==> src/rtl/core/prce_pkg.sv <==
// Shared types and constants for the programmable reflected CRC engine.
`default_nettype none

package prce_pkg;

  localparam int CRC_W  = 16;
  localparam int BYTE_W = 8;
  localparam int APB_DW = 32;
  localparam int APB_AW = 4;
  localparam int REG_IW = 2;

  // Register indexes (byte address = 4 * index)
  localparam logic [REG_IW-1:0] REG_WIDTH_MODE = 2'd0;
  localparam logic [REG_IW-1:0] REG_POLY       = 2'd1;
  localparam logic [REG_IW-1:0] REG_START      = 2'd2;

  localparam logic             RST_WIDE  = 1'b1;
  localparam logic [CRC_W-1:0] RST_POLY  = 16'h1021;
  localparam logic [CRC_W-1:0] RST_START = 16'hFFFF;

  typedef struct packed {
    logic             wide;
    logic [CRC_W-1:0] poly;
    logic [CRC_W-1:0] start;
  } prce_cfg_t;

endpackage

`default_nettype wire

==> src/rtl/core/prce_cfg_regs.sv <==
// APB configuration registers: width mode, polynomial, start value.
`default_nettype none

module prce_cfg_regs import prce_pkg::*; (
  input  wire logic              clk,
  input  wire logic              rst_n,
  input  wire logic              psel,
  input  wire logic              penable,
  input  wire logic              pwrite,
  input  wire logic [APB_AW-1:0] paddr,
  input  wire logic [APB_DW-1:0] pwdata,
  output      logic [APB_DW-1:0] prdata,
  output      logic              pready,
  output      prce_cfg_t         cfg
);

  prce_cfg_t         cfg_r;
  logic              wr_en;
  logic [REG_IW-1:0] reg_idx;

  assign pready  = 1'b1;
  assign wr_en   = psel && penable && pwrite;
  assign reg_idx = paddr[REG_IW+1:2];
  assign cfg     = cfg_r;

  always_ff @(posedge clk) begin
    if (!rst_n) begin
      cfg_r.wide  <= RST_WIDE;
      cfg_r.poly  <= RST_POLY;
      cfg_r.start <= RST_START;
    end else if (wr_en) begin
      unique case (reg_idx)
        REG_WIDTH_MODE: cfg_r.wide  <= pwdata[0];
        REG_POLY:       cfg_r.poly  <= pwdata[CRC_W-1:0];
        REG_START:      cfg_r.start <= pwdata[CRC_W-1:0];
        default:        ;
      endcase
    end
  end

  always_comb begin
    unique case (reg_idx)
      REG_WIDTH_MODE: prdata = {{(APB_DW-1){1'b0}}, cfg_r.wide};
      REG_POLY:       prdata = {{(APB_DW-CRC_W){1'b0}}, cfg_r.poly};
      REG_START:      prdata = {{(APB_DW-CRC_W){1'b0}}, cfg_r.start};
      default:        prdata = '0;
    endcase
  end

endmodule

`default_nettype wire

==> config.mk <==
export PLATFORM = sky130hd
export DESIGN_NAME = prce_cfg_regs
export DESIGN_NICKNAME = d
export VERILOG_FILES = /design/src/rtl/core/prce_pkg.sv /design/src/rtl/core/prce_cfg_regs.sv
export SDC_FILE = /design/constraint.sdc
export NUM_CORES = 1
export LEC_CHECK = 0
export BUFFER_PORTS_ARGS = -buffer_cell sky130_fd_sc_hd__buf_2
export CORE_UTILIZATION = 30
export DETAILED_ROUTE_END_ITERATION = 10
export PLACE_DENSITY = 0.7
export SLEW_MARGIN = 20
export SYNTH_ARGS = -nofsm -noshare
export SYNTH_HDL_FRONTEND = slang
export SYNTH_SLANG_ARGS = --single-unit
==> constraint.sdc <==
create_clock -name clk -period 1.3 [get_ports clk]
set_clock_uncertainty 0.2 [all_clocks]
set_input_delay 0.065 -clock clk [delete_from_list [all_inputs] [get_ports clk]]
set_output_delay 0.065 -clock clk [all_outputs]
set_load 0.02 [all_outputs]
Word-level counts from Yosys, hierarchy flattened

Cells that the tools add are included.

Eq/ne operators: 2
Muxes and demuxes: 1
Reductions and logical operators: 6

Operators by type and width:

| cell                 | number |
|---|---|
| $pmux W16 S3         | 1 |
| $reduce_and A2 Y1    | 3 |
| $eq A2 B1 Y1 const B | 1 |
| $eq A2 B2 Y1 const B | 1 |
| $logic_and A1 B1 Y1  | 2 |
| $logic_not A2 Y1     | 1 |

Register bits: 33
Input port bits: 41
Logic and storage cells: 12

Longest topological paths before layout

Word-level depth: 3
Mapped depth: 5

Least setup slack after synthesis

OpenSTA, ideal clock, no wires.

Kind: input -> register
Start point: input pwrite
End point: register cfg_r (netlist bit cfg[10])
Data arrival time: 0.816 ns
Setup slack: 0.136 ns
Stages: 5
Buffers on the path: 2
Path through: nand3_1 > buf_2 > clkbuf_1 > o21ai_0 > o211ai_2

Cells in the longest elaborated chain, start to end: 2

Ends and longest elaborated chain:

| element                     | RTL line            | RTL |
|---|---|---|
| from (decl)                 | prce_cfg_regs.sv:9  | `input wire logic pwrite,` |
| $logic_and A1 B1 Y1         | prce_cfg_regs.sv:22 | `assign wr_en = psel && penable && pwrite;` |
| $reduce_and A2 Y1 (no line) | n/a                 |  |
| to (decl)                   | prce_cfg_regs.sv:17 | `prce_cfg_t cfg_r;` |

Every way passes these cells.
A chain may end at the register's enable or synchronous reset.

Worst setup path after layout

Start point: register cfg_r (netlist bit cfg[16])
End point: output prdata[0]

Cells in the longest elaborated chain, start to end: 1

Ends and longest elaborated chain:

| element      | RTL line            | RTL |
|---|---|---|
| $pmux W16 S3 | prce_cfg_regs.sv:42 | `unique case (reg_idx)` |
| to (decl)    | prce_cfg_regs.sv:12 | `output logic [APB_DW-1:0] prdata,` |

Every way passes these cells.

==> metrics.yaml <==
largest_register_ffs: 33
yosys_warnings: 0
die_area_um2: 5980
drt_iter0_markers: 65
cellPowerDensity_nw_per_um2: 920
core_region_area_um2: 5470
intPower_uw: 1580
path_max_fanout: 3
dpl_cell_area_um2: 2130
cts_max_path_buffers: 2
grt_pass1_vias: 1506
dp_hpwl_um: 3270
crit_arrival_ns: 1.02
crit_path_end_kind: "primary output"
setup.worst_path.class: "reg -> out"
fin_area_um2: 2440
status: "finished, final reports clean"
p_leak_uw: 0.00115
syn-cell-area_um2: 1700
seqPwrFrac: 0.465
synthToLayoutAreaGrowth_pct: 43.2
cts.root.buffer_cell: "clkbuf_8"
drive_gt1_frac: 0.376
synth.avg_cell_area_um2: 9.00
grt_usage: 0.158
portBuffers: 71
final_nets: 330
p_clk_frac: 0.335
ys_seq_area_frac: 0.388
vias: 1635
slew_violations: 0
route.detailed.drc: 0
routed_wl_um: 4800
die_h_um: 77.3
grt_start_max_net_pins: 24
netSwitchingPower_uw: 659
die_w_um: 77.3
hold_viol_final: 0
clkSinkCount: 33
clk_pin_slew_ns: 0.08
wire_per_inst_um: 13.3
numCtsBuffers: 5
row_count: 27
fin_cells: 362
io_pins: 107
antenna_found_initial: 0
critPathRequiredTime_ns: 1.03
drv_cap: 0
hold_class: "in -> reg"
setup_slack_ns: 0.0191
setup_viol_count_final: 0
post_cts_buffers: 0
dp_cells: 332
diodes: 0
ir_worst_vdd_uv: 427
rsz0062_at_grt: "true"
place_congestion: 0.713
pwr-share-comb: 0.199
cts_tree: "done"
ys_seq_elements: 33
gr-total-overflow: 0
cts_max_level: 2
start_util: 0.311
vias_per_cell: 4.52
grt_pass1_wl_um: 7280
p_sw_frac: 0.294
ys_types: 23
insertion_delay_ns: 0.27
pre_cts_slack_ns: -0.000584
min_period_over_period: 0.985
finalCriticalPeriod_ns: 1.28
critPathLaunchType: "flop"
finish.utilization: 0.445
dr.pass1.iters: 6
fmax_mhz: 781
drtAntennaViolNets: 0
synth_cells: 189
## power by group through the flow
stage               clock [uW]  combinational (uW)  sequential, uW
global route               828                 477            1040
finish                     752                 447            1040
global placement             0                 383            1060
floorplan                    0                 264            1090
detailed placement           0                 390            1070
CTS                        773                 445            1040
## cell usage in the layout, fill, tap and decap left out
master / count
buf_2: 70
dfxtp_1: 31
nand2_1: 27
dlygate4sd3_1: 22
mux2i_1: 17
o21ai_0: 17
conb_1: 17
inv_1: 16
buf_4: 16
a22o_1: 15
o211ai_2: 10
o211ai_1: 6
nor2b_1: 5
clkbuf_8: 5
dfxtp_2: 2
clkinv_2: 2
and2b_1: 1
nor2b_2: 1
o21ai_1: 1
nand2b_1: 1
nand3_1: 1
o311ai_1: 1
nor2_4: 1
nand2b_4: 1
or2_1: 1
nor3_1: 1
clkbuf_1: 1
buf_12: 1
## Yosys cell counts
library cell | n | area (um^2)
a22o_1 | 15 | 131
o211ai_1 | 6 | 45.0
mux2i_1 | 17 | 170
o21ai_1 | 1 | 5.00
dfxtp_1 | 33 | 661
nand2b_1 | 1 | 6.26
nand2_1 | 27 | 101
inv_1 | 16 | 60.1
o211ai_2 | 10 | 125
clkbuf_1 | 6 | 22.5
or2_1 | 1 | 6.26
buf_2 | 5 | 25.0
nor2_4 | 1 | 11.3
o21ai_0 | 17 | 85.1
conb_1 | 2 | 7.51
nand2b_4 | 1 | 13.8
and2b_1 | 1 | 7.51
nor3_1 | 1 | 5.00
buf_6 | 3 | 33.8
buf_4 | 17 | 128
nor2b_1 | 6 | 37.5
o311ai_1 | 1 | 8.76
nand3_1 | 1 | 5.00
## area by class of cell
cell class / count / area, um^2
Timing Repair Buffer: 109 / 711
Fill cell: 559 / 3040
Multi-Input combinational cell: 124 / 831
Clock inverter: 2 / 10.0
Inverter: 16 / 60.1
Sequential cell: 33 / 663
Clock buffer: 6 / 72.6
Tap cell: 72 / 90.1
## stage by stage
| step | TNS (ns) | hold slack [ns] | power (uW) |
|---|---|---|---|
| after floorplan | 0 | 0.00717 | 1350 |
| after global placement | 0 | 0.127 | 1450 |
| after detailed placement | -0.000584 | 0.129 | 1460 |
| after CTS | 0 | 0.0178 | 2260 |
| after global routing | -0.0159 | 0.0324 | 2350 |
| final | 0 | 0.0218 | 2240 |
## final timing paths
kind               endpoint     from  cells after the start  slack, ns
setup / recovery  prdata[0]  cfg[16]                      3       0.02
hold / removal      cfg[10]    rst_n                      3       0.02
setup reg to reg     cfg[6]   cfg[6]                      2       0.42
hold reg to reg     cfg[17]  cfg[17]                      2       0.27
## critical path, cell delays in order, from the launching register on
cell     delay (ns)
dfxtp_2        0.35
mux2i_1        0.07
o21ai_1        0.15
buf_4          0.17
## what timing repair did
action / in CTS / in global routing
gates resized for setup: 2 / 2
hold buffers: 22 / 0
pin swaps: 0 / 0
setup endpoints to repair: 1 / 6
endpoints found under the hold margin: 33 / 0
## metal layers
| metal | vias up | GRT usage | routed length (um) |
|---|---|---|---|
| met5 | - | 0 | 0 |
| met2 | 60 | 0.267 | 2330 |
| li1 | 810 | - | - |
| met1 | 763 | 0.192 | 2160 |
| met3 | 2 | 0.0488 | 289 |
| met4 | 0 | 0.0396 | 13 |
## kinds of logic (layout without fill, tap and decap cells)
family	Yosys count	count (layout)	synth area share
AOI/OAI and AO/OA	50	50	0.235
buffers and inverters	47	133	0.158
and+or+nand+nor	40	40	0.114
DFF	33	33	0.388
muxes	17	17	0.100
other	2	17	0.00441
Note: power is estimated with default switching activity, not from simulation.
