**src/rtl/core/prce_pkg.sv**
```systemverilog
// Shared types and constants for the programmable reflected CRC engine.
`default_nettype none

package prce_pkg;

  localparam int CRC_W  = 16;
  localparam int BYTE_W = 8;
  localparam int APB_DW = 32;
  localparam int APB_AW = 4;
  localparam int REG_IW = 2;

  // Register indexes (byte address = 4 * index)
  localparam logic [REG_IW-1:0] REG_WIDTH_MODE = 2'd0;
  localparam logic [REG_IW-1:0] REG_POLY       = 2'd1;
  localparam logic [REG_IW-1:0] REG_START      = 2'd2;

  localparam logic             RST_WIDE  = 1'b1;
  localparam logic [CRC_W-1:0] RST_POLY  = 16'h1021;
  localparam logic [CRC_W-1:0] RST_START = 16'hFFFF;

  typedef struct packed {
    logic             wide;
    logic [CRC_W-1:0] poly;
    logic [CRC_W-1:0] start;
  } prce_cfg_t;

endpackage

`default_nettype wire

```
**src/rtl/core/prce_fold.sv**
```systemverilog
// One-byte reflected CRC update: seed select, byte XOR, eight shift/XOR steps.
`default_nettype none

module prce_fold import prce_pkg::*; (
  input  wire prce_cfg_t         cfg,
  input  wire logic [CRC_W-1:0]  crc_prev,
  input  wire logic [BYTE_W-1:0] data_byte,
  input  wire logic              first_byte,
  output      logic [CRC_W-1:0]  crc_next
);

  logic [CRC_W-1:0] rpoly;
  logic [CRC_W-1:0] crc_v;

  // Polynomial is programmed in normal order; reflect over the active width.
  always_comb begin
    rpoly = '0;
    if (cfg.wide) begin
      for (int i = 0; i < CRC_W; i++) rpoly[CRC_W-1-i] = cfg.poly[i];
    end else begin
      for (int i = 0; i < BYTE_W; i++) rpoly[BYTE_W-1-i] = cfg.poly[i];
    end
  end

  always_comb begin
    crc_v = first_byte ? cfg.start : crc_prev;
    if (!cfg.wide) crc_v[CRC_W-1:BYTE_W] = '0;
    crc_v[BYTE_W-1:0] = crc_v[BYTE_W-1:0] ^ data_byte;
    for (int k = 0; k < BYTE_W; k++) begin
      if (crc_v[0]) crc_v = {1'b0, crc_v[CRC_W-1:1]} ^ rpoly;
      else          crc_v = {1'b0, crc_v[CRC_W-1:1]};
    end
    // rpoly upper byte is zero in 8-bit mode, so the result stays 8 bits there
    crc_next = crc_v;
  end

endmodule

`default_nettype wire
```
**config.mk**
```make
export PLATFORM = sky130hd
export DESIGN_NAME = prce_fold
export DESIGN_NICKNAME = d
export VERILOG_FILES = /design/src/rtl/core/prce_pkg.sv /design/src/rtl/core/prce_fold.sv
export SDC_FILE = /design/constraint.sdc
export NUM_CORES = 1
export LEC_CHECK = 0
export BUFFER_PORTS_ARGS = -buffer_cell sky130_fd_sc_hd__buf_2
export CORE_MARGIN = 8
export CORE_UTILIZATION = 58
export DETAILED_ROUTE_END_ITERATION = 8
export GPL_TIMING_DRIVEN = 0
export PLACE_DENSITY_LB_ADDON = 0.2
export SYNTH_ARGS = -nofsm -noshare
export SYNTH_HDL_FRONTEND = slang
export SYNTH_SLANG_ARGS = --single-unit
```
**constraint.sdc**
```tcl
create_clock -name vclk -period 5.2
set_input_delay 0 -clock vclk [all_inputs]
set_output_delay 0 -clock vclk [all_outputs]
set_load 0.01 [all_outputs]
```
After elaboration in Yosys (flattened, before gate mapping)

Index checks and enable logic that the tools add are counted.

Bits in registers: 0
Latch bits: 0
RAM bits: 0
ROM bits: 0
Memories kept: 0

Add/sub/neg operators: 0
Multipliers: 0
Div/mod/pow operators: 0
Magnitude comparators: 0
Equal/unequal tests: 0
Shift operators: 0
Multiplexer cells: 12
Bitwise gates (word level): 9
Reductions and logical operators: 0

Operators by type and width:

| cell                          | count |
|---|---|
| two-way mux 16 bit            | 9 |
| bitwise XOR 15 x 16 -> 16 bit | 8 |
| two-way mux 8 bit             | 3 |
| bitwise XOR 8 bit             | 1 |

Depth between registers and ports, before layout

Gate-level depths: netlist of run 1.

Word-level depth: 18
Gate-level depth with buffers: 18
Mapped depth without buffers: 13

Worst setup path after synthesis of run 1

Ideal clock, no wire load.

Path kind: input port to output port
Start point: in cfg[32] in the netlist's numbering
End point: out crc_next[10]
Data arrival time: 3.807 ns
Data required time: 5.200 ns
Slack: 1.393 ns
Cell stages on the path: 14
Buffers on the path: 1
Path through: buf_2 mux2i_2 nor2_1 and3_1 or4_1 o2111ai_1 nand3_1 a2111o_1 and2_4 a221oi_4 mux2i_1 xnor3_1 or3_1 a21oi_1

Cells in the longest elaborated chain, start to end: 16
Elaborated cells between the ends (all ways): 18
Classes of those cells: mux: 10; bitwise: 8

Ends and longest elaborated chain:

| what                                                                | RTL line        | source |
|---|---|---|
| start: declaration                                                  | prce_fold.sv:5  | `input wire prce_cfg_t cfg,` |
| two-way mux 8 bit                                                   | prce_fold.sv:18 | `if (cfg.wide) begin` |
| bitwise XOR 15 x 16 -> 16 bit                                       | prce_fold.sv:30 | `if (crc_v[0]) crc_v = {1'b0, crc_v[CRC_W-1:1]} ^ rpoly;` |
| two-way mux 16 bit                                                  | prce_fold.sv:30 |  |
| bitwise XOR 15 x 16 -> 16 bit                                       | prce_fold.sv:30 |  |
| two-way mux 16 bit                                                  | prce_fold.sv:30 |  |
| two-way mux 16 bit or bitwise XOR 15 x 16 -> 16 bit (tied branches) | prce_fold.sv:30 |  |
| bitwise XOR 15 x 16 -> 16 bit or two-way mux 16 bit (tied branches) | prce_fold.sv:30 |  |
| two-way mux 16 bit or bitwise XOR 15 x 16 -> 16 bit (tied branches) | prce_fold.sv:30 |  |
| bitwise XOR 15 x 16 -> 16 bit or two-way mux 16 bit (tied branches) | prce_fold.sv:30 |  |
| two-way mux 16 bit or bitwise XOR 15 x 16 -> 16 bit (tied branches) | prce_fold.sv:30 |  |
| bitwise XOR 15 x 16 -> 16 bit or two-way mux 16 bit (tied branches) | prce_fold.sv:30 |  |
| two-way mux 16 bit or bitwise XOR 15 x 16 -> 16 bit (tied branches) | prce_fold.sv:30 |  |
| bitwise XOR 15 x 16 -> 16 bit or two-way mux 16 bit (tied branches) | prce_fold.sv:30 |  |
| two-way mux 16 bit or bitwise XOR 15 x 16 -> 16 bit (tied branches) | prce_fold.sv:30 |  |
| bitwise XOR 15 x 16 -> 16 bit or two-way mux 16 bit (tied branches) | prce_fold.sv:30 |  |
| two-way mux 16 bit *                                                | prce_fold.sv:30 |  |
| end: declaration                                                    | prce_fold.sv:9  | `output logic [CRC_W-1:0] crc_next` |

Mark *: on every way between the ends. The rest lies on a longest branch, timed or not.

Final worst setup path of run 1

Start point: in first_byte
End point: out crc_next[1]

Cells in the longest elaborated chain, start to end: 18
Elaborated cells between the ends (all ways): 19
Classes of those cells: mux: 10; bitwise: 9

Ends and longest elaborated chain:

| what                          | RTL line        | source |
|---|---|---|
| start: declaration            | prce_fold.sv:8  | `input wire logic first_byte,` |
| two-way mux 16 bit *          | prce_fold.sv:26 | `crc_v = first_byte ? cfg.start : crc_prev;` |
| two-way mux 8 bit             | prce_fold.sv:27 | `if (!cfg.wide) crc_v[CRC_W-1:BYTE_W] = '0;` |
| bitwise XOR 15 x 16 -> 16 bit | prce_fold.sv:30 |  |
| two-way mux 16 bit *          | prce_fold.sv:30 |  |
| bitwise XOR 15 x 16 -> 16 bit | prce_fold.sv:30 |  |
| two-way mux 16 bit *          | prce_fold.sv:30 |  |
| bitwise XOR 15 x 16 -> 16 bit | prce_fold.sv:30 |  |
| two-way mux 16 bit *          | prce_fold.sv:30 |  |
| (+2 left out)                 | -               |  |
| bitwise XOR 15 x 16 -> 16 bit | prce_fold.sv:30 |  |
| two-way mux 16 bit *          | prce_fold.sv:30 |  |
| bitwise XOR 15 x 16 -> 16 bit | prce_fold.sv:30 |  |
| two-way mux 16 bit *          | prce_fold.sv:30 |  |
| bitwise XOR 15 x 16 -> 16 bit | prce_fold.sv:30 |  |
| two-way mux 16 bit *          | prce_fold.sv:30 |  |
| bitwise XOR 15 x 16 -> 16 bit | prce_fold.sv:30 |  |
| two-way mux 16 bit *          | prce_fold.sv:30 |  |

Marks and branches as above.

==> results_dict.tcl, run 1 <==
set metrics [dict create \
    slowest_stage "nor3_1" \
    critical_path_class "input pin to primary output" \
    syn_nets 511 \
    setup_viol 0 \
    avgSynthCellArea_um2 6.93 \
    nClkBuffers 0 \
    ys_warn_count 0 \
    finalPower_mw 1.96 \
    slowest_delay_ps 610 \
    dp_hpwl_mm 8.09 \
    dieArea_um2 8020 \
    worstPathArrival_ps 4810 \
    synth.area.top_cells "xnor2_1, mux2i_1, nand2_1" \
    timing.final.max_slew_violations 0 \
    grt_pass1_wl_mm 16.8 \
    ir_worst_vdd_mv 0.374 \
    path_delay_family "XOR/XNOR gates" \
    end_kind "primary output" \
    rows 26 \
    vias 3693 \
    die_x_um 89.6 \
    path_buf_inv 5 \
    area_delta_synth_final_pct 13.3 \
    seq_cells 0 \
    fin_crit_sh 0.926 \
    grt_pass1_vias 3580 \
    gr-usage-all-layers 0.260 \
    detail-route-antenna-nets 0 \
    drt_wl_total_mm 10.4 \
    layout_setup_ws_ps 386 \
    setup_tns_ps 0 \
    synth_top_cell_area_share 0.229 \
    place_worst_setup_slack_ps 528 \
    nets 578 \
    start_util 0.607 \
    synth.most_common_cell "xnor2_1" \
    worstPathMaxFanout 10 \
    routedWlPerCell_um 17.6 \
    yosysSeqAreaShare 0 \
    yosys.area.top_type "xnor2_1" \
    path_cells "buf_6 -> mux2i_4 -> xor2_1 -> buf_4 -> nor4_1 -> o31ai_1 -> and3_1 -> nor2_1 -> nor3_1 -> o21ai_0 -> xnor2_1 -> xnor2_1 -> xor2_1 -> buf_2 -> buf_2 -> nor2_1 -> xnor2_1 -> buf_2" \
    min_period_ps 4810 \
    drv_cap 0 \
    drt_first_iter_violations 373 \
    cp.required_ps 5200 \
    placedCellCount 588 \
    seq_area_um2 0 \
    leakage_nw 1.48 \
    grt_max_degree 11 \
    antenna_cells 0 \
    relSlewSlack 0.367 \
    syn_area_um2 3140 \
    syn_inst 453 \
    gp_congestion 0.965 \
    vias_per_cell 6.28 \
    worstMarginPinSlew_ps 943 \
    cp-start-kind "input pin" \
    fmax_mhz 208 \
    power_density_nw_per_um2 551 \
    grt-ovfl-total 0 \
    coreArea_um2 5170 \
    outcome "finished clean" \
    drt_pass1_iterations 5 \
    antenna_found_initial 0 \
    drc 0 \
    ys_top_cells_by_count "xnor2_1, nand2_1, nor2_1" \
    synth_cell_types 66 \
    rsz0062_at_grt "no" \
    hold_viol 0 \
    ios 74 \
    drive_gt1_frac 0.199 \
    finalNonFillerCells 588 \
    fp.dieH_um 89.6 \
    hold_class "input pin to primary output" \
    io_buffers 65 \
]
==> cell families (layout without fill, tap and decap cells) <==
family,Yosys count,after routing,synth area share
AND/OR/NAND/NOR,173,173,0.250
buffers and inverters,42,107,0.0634
AO/OA/AOI/OAI,105,105,0.245
multiplexers,35,35,0.129
XOR/XNOR,98,98,0.313
==> metal layers <==
layer  up-vias  routed length (um)  share of wire  global-route usage
met5         -                   0              0                   0
met4         0                 106          0.010              0.0363
met3        13                 949          0.092              0.0230
met2       193                4890           0.47               0.434
met1      1729                4420           0.43               0.357
li1       1758                   -              -                   -
==> tightest hold or removal path: stages <==
cell	delay (ps)
buf_2	150
o211ai_1	90
a21oi_1	60
buf_2	140
==> layout make-up <==
| class | count | area [um2] |
|---|---|---|
| well taps | 70 | 87.6 |
| plain buffers | 32 | 161 |
| multi-input cells | 411 | 2940 |
| inverters | 10 | 37.5 |
| repair buffers | 65 | 325 |
| fillers | 454 | 1620 |
==> where the power goes <==
group          switching (mW)  total [mW]  internal [mW]  leakage, nW
Clock                       0           0              0            0
Combinational            1.08        1.96          0.877         1.48
Sequential                  0           0              0            0
==> final timing paths <==
kind / depth (start not counted) / endpoint / from / slack, ps
min: 4 / crc_next[14] / cfg[16] / 440
max: 18 / crc_next[1] / first_byte / 390
==> layout by cell type (no fill, tap or decap), drive strengths merged, types with 2 or more instances in the layout <==
master,n
mux2,5
a311oi,2
mux2i,30
or2,2
xor2,9
o2111ai,2
a22oi,3
o2bb2ai,2
nor4,5
a2111o,2
a221oi,2
o31ai,8
nand4,4
and3,9
o21ai,21
a21oi,23
nand2,66
a21boi,3
or4,4
nor3b,2
or3,3
nand3,14
o21a,2
clkbuf,15
o32ai,3
nor2,45
xnor3,7
nor3,15
o22ai,4
a211oi,6
buf,82
xnor2,82
o211ai,5
a2111oi,5
a211o,3
inv,10
==> through the flow <==
stage	hold slack [ps]	utilization	cell area [um2]
final	439	0.687	3560
after global routing	470	0.687	3560
after CTS	437	0.687	3550
after detailed placement	437	0.687	3550
after global placement	433	0.687	3550
after floorplan	288	-	3140
==> what timing repair did <==
action	in CTS	in global routing
setup endpoints to repair	0	5
gates resized for setup	0	2
endpoints found under the hold margin	0	0
hold buffers	0	0
setup buffers	0	0
(Power assumes the default switching activity.)
==> run 2: changes to the inputs <==
- CORE_UTILIZATION: 58 -> 46
- MAX_ROUTING_LAYER: default -> met4
==> run 2 against run 1 <==
Net effect: utilization decreased by 15 points; sequential cell count did not move; total power grew 0.32%; critical endpoint unchanged; largest power group unchanged.
==> results_dict.tcl, run 2 (synthesized netlist as in run 1, its figures left out) <==
set metrics [dict create \
    outcome "finished clean" \
    whs_endpoint "crc_next[14]" \
    slowest_stage "nor3_1" \
    leakage_nw 1.48 \
    ios 74 \
    placedCellCount 598 \
    critical_path_class "input pin to primary output" \
    dp_hpwl_mm 8.13 \
    hold_viol 0 \
    setup_tns_ps 0 \
    worstPathMaxFanout 10 \
    drc 0 \
    routedWlPerCell_um 17.6 \
    io_buffers 65 \
    drive_gt1_frac 0.199 \
    coreArea_um2 6680 \
    die_x_um 98.6 \
    min_path_cells 4 \
    timing.final.max_slew_violations 0 \
    vias 3632 \
    drt_pass1_iterations 5 \
    grt-ovfl-total 0 \
    vias_per_cell 6.07 \
    relSlewSlack 0.372 \
    mostFrequentLayoutCell "xnor2_1" \
    path_cells "buf_6 -> mux2i_4 -> xor2_1 -> buf_4 -> nor4_1 -> o31ai_1 -> and3_1 -> nor2_1 -> nor3_1 -> o21ai_0 -> xnor2_1 -> xnor2_1 -> xor2_1 -> buf_2 -> buf_2 -> nor2_1 -> xnor2_1 -> buf_2" \
    worstPathArrival_ps 4840 \
    hold_buffers 0 \
    antenna_found_initial 0 \
    cp-start-kind "input pin" \
    hold_class "input pin to primary output" \
    nClkBuffers 0 \
    setup_viol 0 \
    area_delta_synth_final_pct 13.7 \
    cts_setup_buffers 0 \
    fmax_mhz 207 \
    seq_area_um2 0 \
    drt_first_iter_violations 304 \
    power_density_nw_per_um2 551 \
    grt_pass1_vias 3602 \
    fin_crit_sh 0.931 \
    gr-usage-all-layers 0.215 \
    seq_cells 0 \
    grt_pass1_wl_mm 17.3 \
    detail-route-antenna-nets 0 \
    finalNonFillerCells 598 \
    final_cell_mix "xnor2_1, buf_2, nand2_1" \
    min_period_ps 4840 \
    drt_wl_total_mm 10.5 \
    worstMarginPinSlew_ps 935 \
    end_kind "primary output" \
    rsz0062_at_grt "no" \
    start_util 0.470 \
    slowest_delay_ps 590 \
    antenna_cells 0 \
    grt_max_degree 11 \
    nets 578 \
    drv_cap 0 \
    dieArea_um2 9720 \
    gp_congestion 0.905 \
    hp-start "cfg[16]" \
    ir_worst_vdd_mv 0.392 \
    cp.required_ps 5200 \
    fp.dieH_um 98.6 \
    rows 30 \
]
[run 2: worst max-delay path by stage]
stage / end / from / slack (ps)
after floorplan: crc_next[10] / cfg[32] / 1390
after global placement: crc_next[1] / cfg[32] / 550
after detailed placement: crc_next[1] / cfg[32] / 420
after CTS: crc_next[1] / cfg[32] / 370
after global routing: crc_next[5] / first_byte / 50
final: crc_next[1] / first_byte / 360
[run 2: metal layers]
layer  GRT usage  part of all wire  vias to the layer above
met2       0.356              0.46                      165
met1       0.282              0.47                     1707
met5           -                 0                        -
met4      0.0366            0.0078                        0
li1            -                 -                     1748
met3      0.0141             0.062                       12
[run 2: critical path: cells and delay by family]
family	cells	cell delay, ps
AO/OA/AOI/OAI	2	790
XOR/XNOR	5	1450
buffers and inverters	5	1210
multiplexers	1	260
AND/OR/NAND/NOR	5	1110
[run 2: repair_timing]
action                                  CTS  global route
endpoints found under the setup margin    0             7
hold endpoints to repair                  0             0
gates resized for setup                   0             1
[run 2: final cells by class]
class	count	area, um2
fillers	676	3110
multi-input cells	411	2940
repair buffers	65	325
plain buffers	32	161
well taps	80	100
inverters	10	37.5
[run 2: where the power goes]
part | total [mW] | leakage (nW) | internal [mW] | switching [mW]
logic | 1.97 | 1.48 | 0.876 | 1.09
registers | 0 | 0 | 0 | 0
clock network | 0 | 0 | 0 | 0
[run 2: stage by stage]
| step | area [um2] | hold slack [ps] | power (mW) | setup slack [ps] | util |
|---|---|---|---|---|---|
| CTS | 3560 | 456 | 1.94 | 370 | 0.533 |
| detailed placement | 3560 | 454 | 1.93 | 423 | 0.533 |
| global route | 3570 | 500 | 2.13 | 52.2 | 0.534 |
| finish | 3570 | 470 | 1.97 | 358 | 0.534 |
| global placement | 3560 | 450 | 1.90 | 552 | 0.533 |
| floorplan | 3140 | 288 | 1.44 | 1390 | - |
